<file path="src/rtl/trcm_pkg.sv">
// shared types and constants for the toy rsa character modexp block
`timescale 1ns / 1ps

package trcm_pkg;

  localparam logic [15:0] MODULUS_RESET = 16'd319;
  localparam logic [7:0]  CHAR_OFFSET   = 8'd96;

  // command codes on in_cmd
  localparam logic CMD_ENCRYPT = 1'b0;
  localparam logic CMD_DECRYPT = 1'b1;

  typedef enum logic [1:0] {
    ST_IDLE,
    ST_RED,
    ST_TEST,
    ST_DONE
  } state_t;

  // register that takes the reduced value when a reduction ends
  typedef enum logic [1:0] {
    TGT_BASE,
    TGT_ACC,
    TGT_SQR
  } tgt_t;

  typedef struct packed {
    logic load;
    logic mul;
    tgt_t tgt;
    logic red_step;
    logic finish;
  } ctrl_cmd_t;

  typedef struct packed {
    logic e_zero;
    logic e_lsb;
    logic red_last;
  } dp_status_t;

endpackage

</file>
<file path="src/rtl/trcm_ctrl.sv">
// sequencer for square-and-multiply with shift-subtract reduction
`timescale 1ns / 1ps

module trcm_ctrl (
  input  logic                  clk,
  input  logic                  rst_n,
  input  logic                  start,
  input  trcm_pkg::dp_status_t  status,
  output trcm_pkg::ctrl_cmd_t   cmd,
  output logic                  busy
);
  import trcm_pkg::*;

  state_t state_r;
  state_t state_nxt;

  always_ff @(posedge clk) begin
    if (!rst_n) begin
      state_r <= ST_IDLE;
    end else begin
      state_r <= state_nxt;
    end
  end

  always_comb begin
    state_nxt    = state_r;
    cmd          = '0;
    cmd.tgt      = TGT_BASE;
    case (state_r)
      ST_IDLE: begin
        if (start) begin
          cmd.load  = 1'b1;
          state_nxt = ST_RED;
        end
      end
      ST_RED: begin
        cmd.red_step = 1'b1;
        if (status.red_last) begin
          state_nxt = ST_TEST;
        end
      end
      ST_TEST: begin
        if (status.e_zero) begin
          state_nxt = ST_DONE;
        end else begin
          cmd.mul   = 1'b1;
          cmd.tgt   = status.e_lsb ? TGT_ACC : TGT_SQR;
          state_nxt = ST_RED;
        end
      end
      ST_DONE: begin
        cmd.finish = 1'b1;
        state_nxt  = ST_IDLE;
      end
      default: begin
        state_nxt = ST_IDLE;
      end
    endcase
  end

  assign busy = (state_r != ST_IDLE);

endmodule

</file>
<file path="src/rtl/trcm_dp.sv">
// datapath: base prep, multiplier, bit-serial modular reducer, result format
`timescale 1ns / 1ps

module trcm_dp #(
  parameter int MW = 16
) (
  input  logic                   clk,
  input  logic                   rst_n,
  input  trcm_pkg::ctrl_cmd_t    cmd,
  output trcm_pkg::dp_status_t   status,
  input  logic [MW-1:0]          m,
  input  logic                   in_cmd,
  input  logic signed [16:0]     in_value,
  input  logic [15:0]            in_exponent,
  input  logic                   in_last_in,
  output logic                   out_valid,
  output logic signed [16:0]     out_result,
  output logic                   out_last_out
);
  import trcm_pkg::*;

  localparam int PW = (2 * MW > 17) ? 2 * MW : 17;
  localparam int CW = $clog2(PW);

  logic          cmd_r, last_r, neg_r, eodd_r, ezero_r;
  logic [15:0]   exp_r;
  logic [MW-1:0] acc_r, mag_r, r_r;
  logic [PW-1:0] prod_r;
  logic [CW-1:0] cnt_r;
  tgt_t          tgt_r;
  logic          out_valid_r;
  logic [16:0]   out_result_r;
  logic          out_last_r;

  // base of the exponentiation
  logic [17:0]   base_enc, base_dec, base, base_mag;
  logic          base_neg;

  always_comb begin
    base_enc = {{10{in_value[7]}}, in_value[7:0]} - 18'(CHAR_OFFSET);
    base_dec = {in_value[16], in_value};
    base     = (in_cmd == CMD_DECRYPT) ? base_dec : base_enc;
    base_neg = base[17];
    base_mag = base_neg ? (18'd0 - base) : base;
  end

  // one restoring step of the reduction
  logic [MW:0]   r_sh, r_sub;
  logic [MW-1:0] r_step;

  always_comb begin
    r_sh   = {r_r, prod_r[PW-1]};
    r_sub  = r_sh - {1'b0, m};
    r_step = (r_sh >= {1'b0, m}) ? r_sub[MW-1:0] : r_sh[MW-1:0];
  end

  logic [2*MW-1:0] mult;
  logic [MW-1:0]   mult_a;

  always_comb begin
    mult_a = (cmd.tgt == TGT_ACC) ? acc_r : mag_r;
    mult   = mult_a * mag_r;
  end

  // result formatting
  logic [MW-1:0] mag_fin;
  logic [31:0]   mag_ext;
  logic [16:0]   v17, r17, dec17;
  logic          flip;

  always_comb begin
    if (ezero_r) begin
      mag_fin = MW'(1);
    end else if (m < MW'(2)) begin
      mag_fin = '0;
    end else begin
      mag_fin = acc_r;
    end
    mag_ext = 32'(mag_fin);
    v17     = mag_ext[16:0];
    flip    = neg_r & eodd_r & (mag_fin != '0);
    r17     = flip ? (17'd0 - v17) : v17;
    dec17   = r17 + 17'(CHAR_OFFSET);
  end

  always_ff @(posedge clk) begin
    if (cmd.load) begin
      cmd_r   <= in_cmd;
      last_r  <= in_last_in;
      neg_r   <= base_neg;
      eodd_r  <= in_exponent[0];
      ezero_r <= (in_exponent == 16'd0);
      exp_r   <= in_exponent;
      acc_r   <= MW'(1);
      prod_r  <= PW'(base_mag[16:0]);
      r_r     <= '0;
      cnt_r   <= '0;
      tgt_r   <= TGT_BASE;
    end else if (cmd.mul) begin
      prod_r <= PW'(mult);
      r_r    <= '0;
      cnt_r  <= '0;
      tgt_r  <= cmd.tgt;
    end else if (cmd.red_step) begin
      prod_r <= {prod_r[PW-2:0], 1'b0};
      cnt_r  <= cnt_r + CW'(1);
      if (status.red_last) begin
        case (tgt_r)
          TGT_BASE: begin
            mag_r <= r_step;
          end
          TGT_ACC: begin
            acc_r <= r_step;
            exp_r <= {exp_r[15:1], 1'b0};
          end
          TGT_SQR: begin
            mag_r <= r_step;
            exp_r <= {1'b0, exp_r[15:1]};
          end
          default: begin
            mag_r <= r_step;
          end
        endcase
      end else begin
        r_r <= r_step;
      end
    end
  end

  always_ff @(posedge clk) begin
    if (!rst_n) begin
      out_valid_r <= 1'b0;
    end else begin
      out_valid_r <= cmd.finish;
    end
  end

  always_ff @(posedge clk) begin
    if (cmd.finish) begin
      out_result_r <= (cmd_r == CMD_DECRYPT) ? {9'd0, dec17[7:0]} : r17;
      out_last_r   <= last_r;
    end
  end

  assign status.e_zero   = (exp_r == 16'd0);
  assign status.e_lsb    = exp_r[0];
  assign status.red_last = (cnt_r == CW'(PW - 1));

  assign out_valid    = out_valid_r;
  assign out_result   = out_result_r;
  assign out_last_out = out_last_r;

endmodule

</file>
<file path="src/rtl/toy_rsa_char_modexp.sv">
// top level of the toy rsa character modular exponentiation block
`timescale 1ns / 1ps

// usage
//  - input channel: drive in_cmd, in_value, in_exponent, in_last_in and raise start;
//    the transaction is taken at the clock edge where start is high and busy is low
//  - in_cmd 0 encrypts a character (base = signed byte - 96), 1 decrypts a residue
//  - result channel: out_valid pulses for one cycle with out_result and out_last_out;
//    the receiver has no back pressure and must take the result in that cycle
//  - config channel: cfg_modulus is written when cfg_valid and cfg_ready are high;
//    cfg_ready is always high, write it only while busy is low
//  - sequence: the product register is P = max(2*MOD_WIDTH, 17) bits wide; the base is
//    reduced first, then each square or multiply is a multiplier step followed by a
//    shift-subtract reduction over the P product bits; an exponent of L bits with k set
//    bits needs L-1 squares and k multiplies, followed by a last test and a finish step;
//    the bit-serial reducer sets the pace, and out_valid is registered from the finish step
//  - one item at a time: busy stays high until the result is produced, and a new
//    start may be given in the cycle that out_valid is high
//  - reset (rst_n low, synchronous) returns to idle, drops out_valid and sets the
//    modulus to 319

module toy_rsa_char_modexp #(
  parameter int MOD_WIDTH = 16
) (
  input  logic               clk,
  input  logic               rst_n,
  input  logic               start,
  output logic               busy,
  input  logic               in_cmd,
  input  logic signed [16:0] in_value,
  input  logic [15:0]        in_exponent,
  input  logic               in_last_in,
  output logic               out_valid,
  output logic signed [16:0] out_result,
  output logic               out_last_out,
  input  logic               cfg_valid,
  output logic               cfg_ready,
  input  logic [15:0]        cfg_modulus
);
  import trcm_pkg::*;

  // modulus register, written by the config channel
  logic [15:0] modulus_r;
  logic [15:0] modulus_nxt;

  always_comb begin
    modulus_nxt = modulus_r;
    if (cfg_valid && cfg_ready) begin
      modulus_nxt = cfg_modulus;
    end
  end

  always_ff @(posedge clk) begin
    if (!rst_n) begin
      modulus_r <= MODULUS_RESET;
    end else begin
      modulus_r <= modulus_nxt;
    end
  end

  assign cfg_ready = 1'b1;

  // modulus masked or zero-extended to the datapath width
  logic [31:0]          mod_ext;
  logic [MOD_WIDTH-1:0] m;

  assign mod_ext = {16'd0, modulus_r};
  assign m       = mod_ext[MOD_WIDTH-1:0];

  ctrl_cmd_t  cmd;
  dp_status_t status;

  trcm_ctrl u_ctrl (
    .clk    (clk),
    .rst_n  (rst_n),
    .start  (start),
    .status (status),
    .cmd    (cmd),
    .busy   (busy)
  );

  trcm_dp #(
    .MW (MOD_WIDTH)
  ) u_dp (
    .clk          (clk),
    .rst_n        (rst_n),
    .cmd          (cmd),
    .status       (status),
    .m            (m),
    .in_cmd       (in_cmd),
    .in_value     (in_value),
    .in_exponent  (in_exponent),
    .in_last_in   (in_last_in),
    .out_valid    (out_valid),
    .out_result   (out_result),
    .out_last_out (out_last_out)
  );

`ifndef SYNTHESIS
  // an accepted transaction makes the block busy
  a_start_busy: assert property (@(posedge clk) disable iff (!rst_n)
    (start && !busy) |=> busy)
    else $error("busy not raised after accepted transaction");

  // a result only appears once the sequencer is back in idle
  a_out_idle: assert property (@(posedge clk) disable iff (!rst_n)
    out_valid |-> !busy)
    else $error("result strobe while busy");

  // every finish command yields exactly one result strobe
  a_finish_out: assert property (@(posedge clk) disable iff (!rst_n)
    cmd.finish |=> out_valid)
    else $error("finish without result strobe");

  a_out_pulse: assert property (@(posedge clk) disable iff (!rst_n)
    out_valid |=> !out_valid)
    else $error("result strobe longer than one cycle");
`endif

endmodule
</file>
<file path="config.mk">
export PLATFORM = sky130hd
export DESIGN_NAME = toy_rsa_char_modexp
export DESIGN_NICKNAME = d
export VERILOG_FILES = /design/src/rtl/trcm_pkg.sv /design/src/rtl/trcm_ctrl.sv /design/src/rtl/trcm_dp.sv /design/src/rtl/toy_rsa_char_modexp.sv
export SDC_FILE = /design/constraint.sdc
export NUM_CORES = 1
export LEC_CHECK = 0
export BUFFER_PORTS_ARGS = -buffer_cell sky130_fd_sc_hd__buf_2
export CAP_MARGIN = 5
export CORE_MARGIN = 3
export CORE_UTILIZATION = 55
export DETAILED_ROUTE_END_ITERATION = 8
export GPL_ROUTABILITY_DRIVEN = 0
export PLACE_DENSITY = 0.81
export SYNTH_ARGS = -nofsm -noshare
export SYNTH_HDL_FRONTEND = slang
export SYNTH_SLANG_ARGS = --single-unit
</file>
<file path="constraint.sdc">
create_clock -name clk -period 13.2 [get_ports clk]
set_input_delay 1.32 -clock clk [delete_from_list [all_inputs] [get_ports clk]]
set_output_delay 1.32 -clock clk [all_outputs]
set_load 0.1 [all_outputs]
</file>
==> flow_summary.json, run 1 <==
{
  "min_path_cells": 0,
  "dp_hpwl_um": 32200,
  "core_mm2": 0.0292,
  "status": "finished clean",
  "synth_edf_count": 72,
  "reg2reg_to": "u_dp.prod_r[29]",
  "yosysTopAreaCell": "fa_1",
  "fmax_ghz": 0.114,
  "post_cts_resized": 0,
  "ys_types": 88,
  "power_mw": 1.43,
  "powerDensity_mw_per_mm2": 80.7,
  "p_leak_nw": 8.24,
  "dp.cells": 2224,
  "r2r_cells": 24,
  "drive_gt1_share_pct": 8.44,
  "finalCritPeriodShare_pct": 66.2,
  "syn_nets": 2226,
  "timing.final.ws_setup_ns": 4.47,
  "route.antenna.remaining_nets": 0,
  "yosysSeqAreaShare_pct": 21.8,
  "overflow": 0,
  "synthTopCellsByArea": "fa_1 24%, edfxtp_1 13%, ha_1 9.5%",
  "cp-end-kind": "flip-flop",
  "reg2reg_setup_slack_ns": 4.47,
  "grt_pass1_wl_um": 68100,
  "yosysMostFrequentCell": "inv_1",
  "wirelength_um": 41200,
  "antenna_found_initial": 0,
  "numCtsBuffers": 17,
  "syn-instance-count": 1850,
  "drv_cap": 0,
  "via_per_inst": 5.92,
  "start_util_pct": 56.7,
  "synth_top_cell_area_share_pct": 23.5,
  "root_buffer": "clkbuf_16",
  "cts_setup_buffers": 0,
  "drt_iter0_markers": 1219,
  "ys.flop_type": "dfxtp_1",
  "numClockSinks": 145,
  "fin_skew_ns": 0.0156,
  "timing_hold_violations_final": 0,
  "grt_pass1_vias": 13500,
  "via_count": 13400,
  "yosys-top-cells-count": "279 x inv_1, 230 x nand2_1, 195 x fa_1",
  "ir_drop_mv": 0.0916,
  "tritoncts": "yes",
  "clk_pin_slew_ns": 0.07,
  "async_flop_share_pct": 0,
  "track_usage_pct": 25.7,
  "clock_latency_ns": 0.43,
  "synth_top_family_by_area": "adder cells",
  "setup_viol": 0,
  "synth_seq_cells": 145,
  "fin_tns_setup_ns": 0,
  "synth_xor_xnor_area_share_pct": 3.06,
  "hold_path_class": "flip-flop to flip-flop",
  "routedWlPerCell_um": 18.3,
  "yosys.area_share.simple_pct": 17.1,
  "antenna_cells": 0,
  "finish.net_count": 2235,
  "htreeDepth": 4,
  "hold_end": "u_dp.out_last_out",
  "die_h_um": 180,
  "muxShareOfSynthArea_pct": 2.92,
  "postCtsHoldBufs": 0,
  "synthAdderAreaFrac_pct": 33.0,
  "hold_start": "u_dp.last_r",
  "io_pins": 76,
  "drc_errors": 0,
  "crit_path_start_kind": "flip-flop",
  "worst_slew_pin_slew_ns": 1.11,
  "max_slew_margin_pct": 26.2,
  "yosysWarnings": 0,
  "crit_type": "flip-flop to flip-flop",
  "dieArea_mm2": 0.0323,
  "critical_path_required_ns": 13.52,
  "grt_start_max_net_pins": 55,
  "finalNonFillerCells": 2256,
  "crit_fanout": 34,
  "arrival_ns": 9.05,
  "rsz0062_at_grt": "false",
  "fillerInstances": 2403,
  "die_w_um": 180,
  "synth-compound-area-share_pct": 13.3,
  "dr.pass1.iters": 6,
  "cts_buffer_depth": 2,
  "area_growth_syn_to_layout_pct": 6.79,
  "synth.avg_cell_area_um2": 8.97,
  "period_minus_slack_ns": 8.73,
  "row_count": 62,
  "io_buffers": 74,
  "drv_slew": 0,
  "dp_slack_ns": 4.57,
  "worst_r2r_startpoint": "u_dp.exp_r[0]",
  "syn_area_mm2": 0.0166
}
worst max path at each step:
stage / startpoint / end / cells after the start
4_1_cts: u_dp.exp_r[0] / u_dp.prod_r[29] / 24
6_report: u_dp.exp_r[0] / u_dp.prod_r[29] / 24
2_1_floorplan: u_dp.exp_r[0] / u_dp.prod_r[29] / 26
3_3_place_gp: u_dp.exp_r[0] / u_dp.prod_r[25] / 24
3_5_place_dp: u_dp.exp_r[0] / u_dp.prod_r[29] / 24
5_1_grt: u_dp.exp_r[0] / u_dp.prod_r[25] / 24
critical path: stages (launching register included):
cell and delay [ns]:
edfxtp_1 0.40, nor4_1 0.07, nand4_1 0.13, and3b_1 0.91, nand2_2 0.74, mux2_2 0.63
and2_1 0.22, fa_1 0.54, inv_1 0.06, fa_1 0.57, fa_1 0.44, fa_1 0.51
inv_1 0.06, fa_1 0.55, inv_1 0.06, fa_1 0.53, inv_1 0.05, ha_1 0.40
and3_1 0.21, o2111ai_1 0.16, o211ai_2 0.30, nand4_1 0.21, a22oi_1 0.43, a2111oi_0 0.11
a311o_1 0.30
placed cells by master (no fill, tap or decap), types with 4 or more instances in the layout:
master	n
a2111oi_0	5
a211oi_1	13
a21o_1	13
a21oi_1	89
a22oi_1	13
a311oi_1	4
a31oi_1	10
and2_1	115
and3_1	15
buf_2	74
buf_4	8
clkbuf_16	17
dfxtp_1	73
edfxtp_1	72
fa_1	195
ha_1	126
inv_1	279
inv_6	4
mux2_2	18
mux2i_1	27
nand2_1	230
nand2b_1	12
nand3_1	43
nand3b_1	5
nand4_1	8
nor2_1	73
nor2b_1	20
nor3_1	18
nor4_1	16
o211a_1	4
o211ai_1	14
o21a_1	14
o21ai_0	87
o21bai_1	4
o221ai_1	4
o31ai_1	9
xnor2_1	36
xor2_1	22
kinds of logic (layout without fill, tap and decap cells):
kind of cell / after synthesis / after routing
AOI/OAI and AO/OA: 330 / 330
xor gates and xnor gates: 58 / 58
adders and majority gates: 321 / 321
buffers and inverters: 371 / 393
DFF: 145 / 145
muxes: 46 / 46
other: 1 / 1
and+or+nand+nor: 578 / 578
layout make-up:
cell class	instances	area (µm²)	share of cell area, %
multi-input combinational	1334	11500	65.0
sequential	145	3620	20.5
inverter	279	1050	5.91
tap	384	480	2.71
timing repair buffer	82	430	2.43
clock buffer	17	425	2.40
clock inverter	15	193	1.09
flip-flops by register name (all words and copies together), names as in the netlist, 2 cells and up:
name             count
u_dp.acc_r          16
u_dp.out_result     17
u_dp.r_r            16
u_dp.mag_r          16
u_dp.exp_r          16
u_dp.prod_r         32
u_ctrl.state_r       2
u_dp.tgt_r           2
m                   16
u_dp.cnt_r           5
power breakdown:
| group | internal [mW] | switching (mW) |
|---|---|---|
| combinational | 0.151 | 0.228 |
| clock | 0.288 | 0.213 |
| sequential | 0.523 | 0.0271 |
layer usage:
layer / GRT usage [%] / vias up / part of all wire (%)
met5: 0 / - / 0
met4: 7.64 / 0 / 3.0
met3: 7.05 / 94 / 11
met2: 41.0 / 663 / 46
met1: 34.7 / 6465 / 41
li1: - / 6134 / -
through the flow:
stage	hold WS (ns)	utilization, %	instance area (µm²)
after detailed placement	0.415	58.5	17100
final	0.427	60.6	17700
after CTS	0.432	60.6	17700
after floorplan	0.400	-	16600
after global routing	0.435	60.6	17700
after global placement	0.409	58.5	17100
(Power assumes the default switching activity.)
==> inputs of run 2 (changes only) <==
clock period = 8.7 ns   (was 13.2 ns; I/O delays follow)
==> run 2 against run 1 <==
Final cell count about the same. Worst setup slack lost 3.9 ns. Worst hold slack got worse by 0.0056 ns. First-iteration DRC count rose by 8.8%. Clock skew shrank 0.0016 ns. Critical endpoint unchanged. Global-route usage rose by 0.46 points. Clock-buffer cell count increased by 1.
==> flow_summary.json, run 2 (synthesis results as in run 1) <==
{
  "track_usage_pct": 26.2,
  "clk_pin_slew_ns": 0.07,
  "dr.pass1.iters": 9,
  "grt_use_met1_pct": 35.9,
  "crit_fanout": 34,
  "fin_util_pct": 60.5,
  "worst_r2r_startpoint": "u_dp.exp_r[0]",
  "cts_setup_buffers": 0,
  "stdcell_area_mm2": 0.0177,
  "worst_slew_pin_slew_ns": 1.10,
  "io_pins": 76,
  "htreeDepth": 4,
  "post_cts_resized": 0,
  "crit_start": "u_dp.exp_r[0]",
  "layout_common_cells": "279 x inv_1, 230 x nand2_1, 195 x fa_1",
  "grt_pass1_wl_um": 69300,
  "arrival_ns": 8.46,
  "drt_iter0_markers": 1326,
  "row_count": 62,
  "cp-end-kind": "flip-flop",
  "gr-max-usage-layer": "met2",
  "fin_tns_setup_ns": 0,
  "max_slew_margin_pct": 26.5,
  "start_util_pct": 56.7,
  "dieArea_mm2": 0.0323,
  "powerDensity_mw_per_mm2": 121,
  "area_growth_syn_to_layout_pct": 6.61,
  "setup_viol": 0,
  "reg2reg_setup_slack_ns": 0.55,
  "period_minus_slack_ns": 8.15,
  "via_count": 13500,
  "overflow": 0,
  "clock_latency_ns": 0.43,
  "dp_hpwl_um": 32200,
  "via_per_inst": 5.97,
  "finalCritPeriodShare_pct": 93.6,
  "antenna_found_initial": 0,
  "drv_cap": 0,
  "drc_errors": 0,
  "largest_reg_flops": 32,
  "die_w_um": 180,
  "hold_path_class": "flip-flop to flip-flop",
  "cts_buffer_depth": 2,
  "crit_path_start_kind": "flip-flop",
  "crit_slowest_cell": "nand2_2",
  "p_leak_nw": 8.23,
  "antenna_cells": 0,
  "status": "finished clean",
  "root_buffer": "clkbuf_16",
  "routedWlPerCell_um": 18.6,
  "power_mw": 2.14,
  "fin_skew_ns": 0.0139,
  "finish.net_count": 2234,
  "cp.buffers_inverters": 4,
  "reg2reg_to": "u_dp.prod_r[29]",
  "timing_hold_violations_final": 0,
  "endpoint": "u_dp.prod_r[29]",
  "grt_pass1_vias": 13700,
  "crit_type": "flip-flop to flip-flop",
  "numCtsBuffers": 17,
  "dpl-instance-area_mm2": 0.0171,
  "critPathTopFamily": "adder cells",
  "fmax_ghz": 0.123,
  "cp.depth": 24,
  "route.antenna.remaining_nets": 0,
  "tritoncts": "yes",
  "io_buffers": 74,
  "cp_cell_sequence": "nor4_1, nand4_1, and3b_1, nand2_2, mux2_2, and2_1, fa_1, inv_1, fa_1, fa_1, fa_1, inv_1, fa_1, inv_1, fa_1, inv_1, ha_1, and3_1, o2111ai_1, o211ai_2, nand4_1, a22oi_1, a2111oi_0, a311o_1",
  "critical_path_required_ns": 9.02,
  "drv_slew": 0,
  "fillerInstances": 2381,
  "wirelength_um": 42000,
  "cpMostUsedCell": "fa_1",
  "use_met2_pct": 42.1,
  "grt_start_max_net_pins": 55,
  "rsz0062_at_grt": "false",
  "die_h_um": 180,
  "final_common_cell": "inv_1",
  "core_mm2": 0.0292,
  "drive_gt1_share_pct": 8.39,
  "postCtsHoldBufs": 0,
  "numClockSinks": 145,
  "r2r_cells": 24,
  "gr-usage-met3_pct": 4.97,
  "ir_drop_mv": 0.110,
  "regMostFlops": "u_dp.prod_r",
  "critPathMaxStageDelay_ns": 0.59,
  "holdWs_ns": 0.422
}
-- run 2: worst register-to-register path: stages (launching register included) --
cell	delay (ns)
edfxtp_1	0.42
nor4_1	0.33
nand4_1	0.18
and3b_1	0.24
nand2_2	0.59
mux2_2	0.60
and2_1	0.25
fa_1	0.53
inv_1	0.06
fa_1	0.57
fa_1	0.45
fa_1	0.50
inv_1	0.05
fa_1	0.54
inv_1	0.06
fa_1	0.54
inv_1	0.04
ha_1	0.41
and3_1	0.20
o2111ai_1	0.14
o211ai_2	0.31
nand4_1	0.23
a22oi_1	0.40
a2111oi_0	0.11
a311o_1	0.30
-- run 2: per-layer routing --
metal	routed length [µm]	vias to the layer above	share of wire, %
met5	0	-	0
met4	1360	0	3.2
met3	4060	114	9.7
met2	19400	681	46
met1	17200	6520	41
li1	-	6150	-
-- run 2: cell type report --
class,instances,area (µm²),area share (%)
Clock buffer,18,439,2.48
Clock inverter,14,156,0.884
Inverter,279,1050,5.92
Timing Repair Buffer,81,423,2.39
Multi-Input combinational cell,1334,11500,65.1
Sequential cell,145,3620,20.5
Tap cell,384,480,2.72
-- run 2: how the worst min path moves through the flow --
stage / from / endpoint / slack (ns) / cells after the start
6_report: u_dp.last_r / u_dp.out_last_out / 0.42 / 0
5_1_grt: u_dp.last_r / u_dp.out_last_out / 0.43 / 0
4_1_cts: u_dp.last_r / u_dp.out_last_out / 0.42 / 0
3_5_place_dp: u_dp.last_r / u_dp.out_last_out / 0.41 / 0
3_3_place_gp: u_dp.last_r / u_dp.out_last_out / 0.41 / 0
2_1_floorplan: u_dp.last_r / u_dp.out_last_out / 0.40 / 0
-- run 2: stage by stage --
stage / setup WS [ns] / instances
floorplan: 1.60 / 1850
global placement: 0.848 / 2223
detailed placement: 0.659 / 2223
CTS: 0.645 / 2255
global route: 0.135 / 2255
finish: 0.553 / 2255
-- run 2: power breakdown --
part           switching (mW)  internal (mW)
Combinational           0.335          0.230
Clock                   0.322          0.416
Sequential             0.0404          0.793
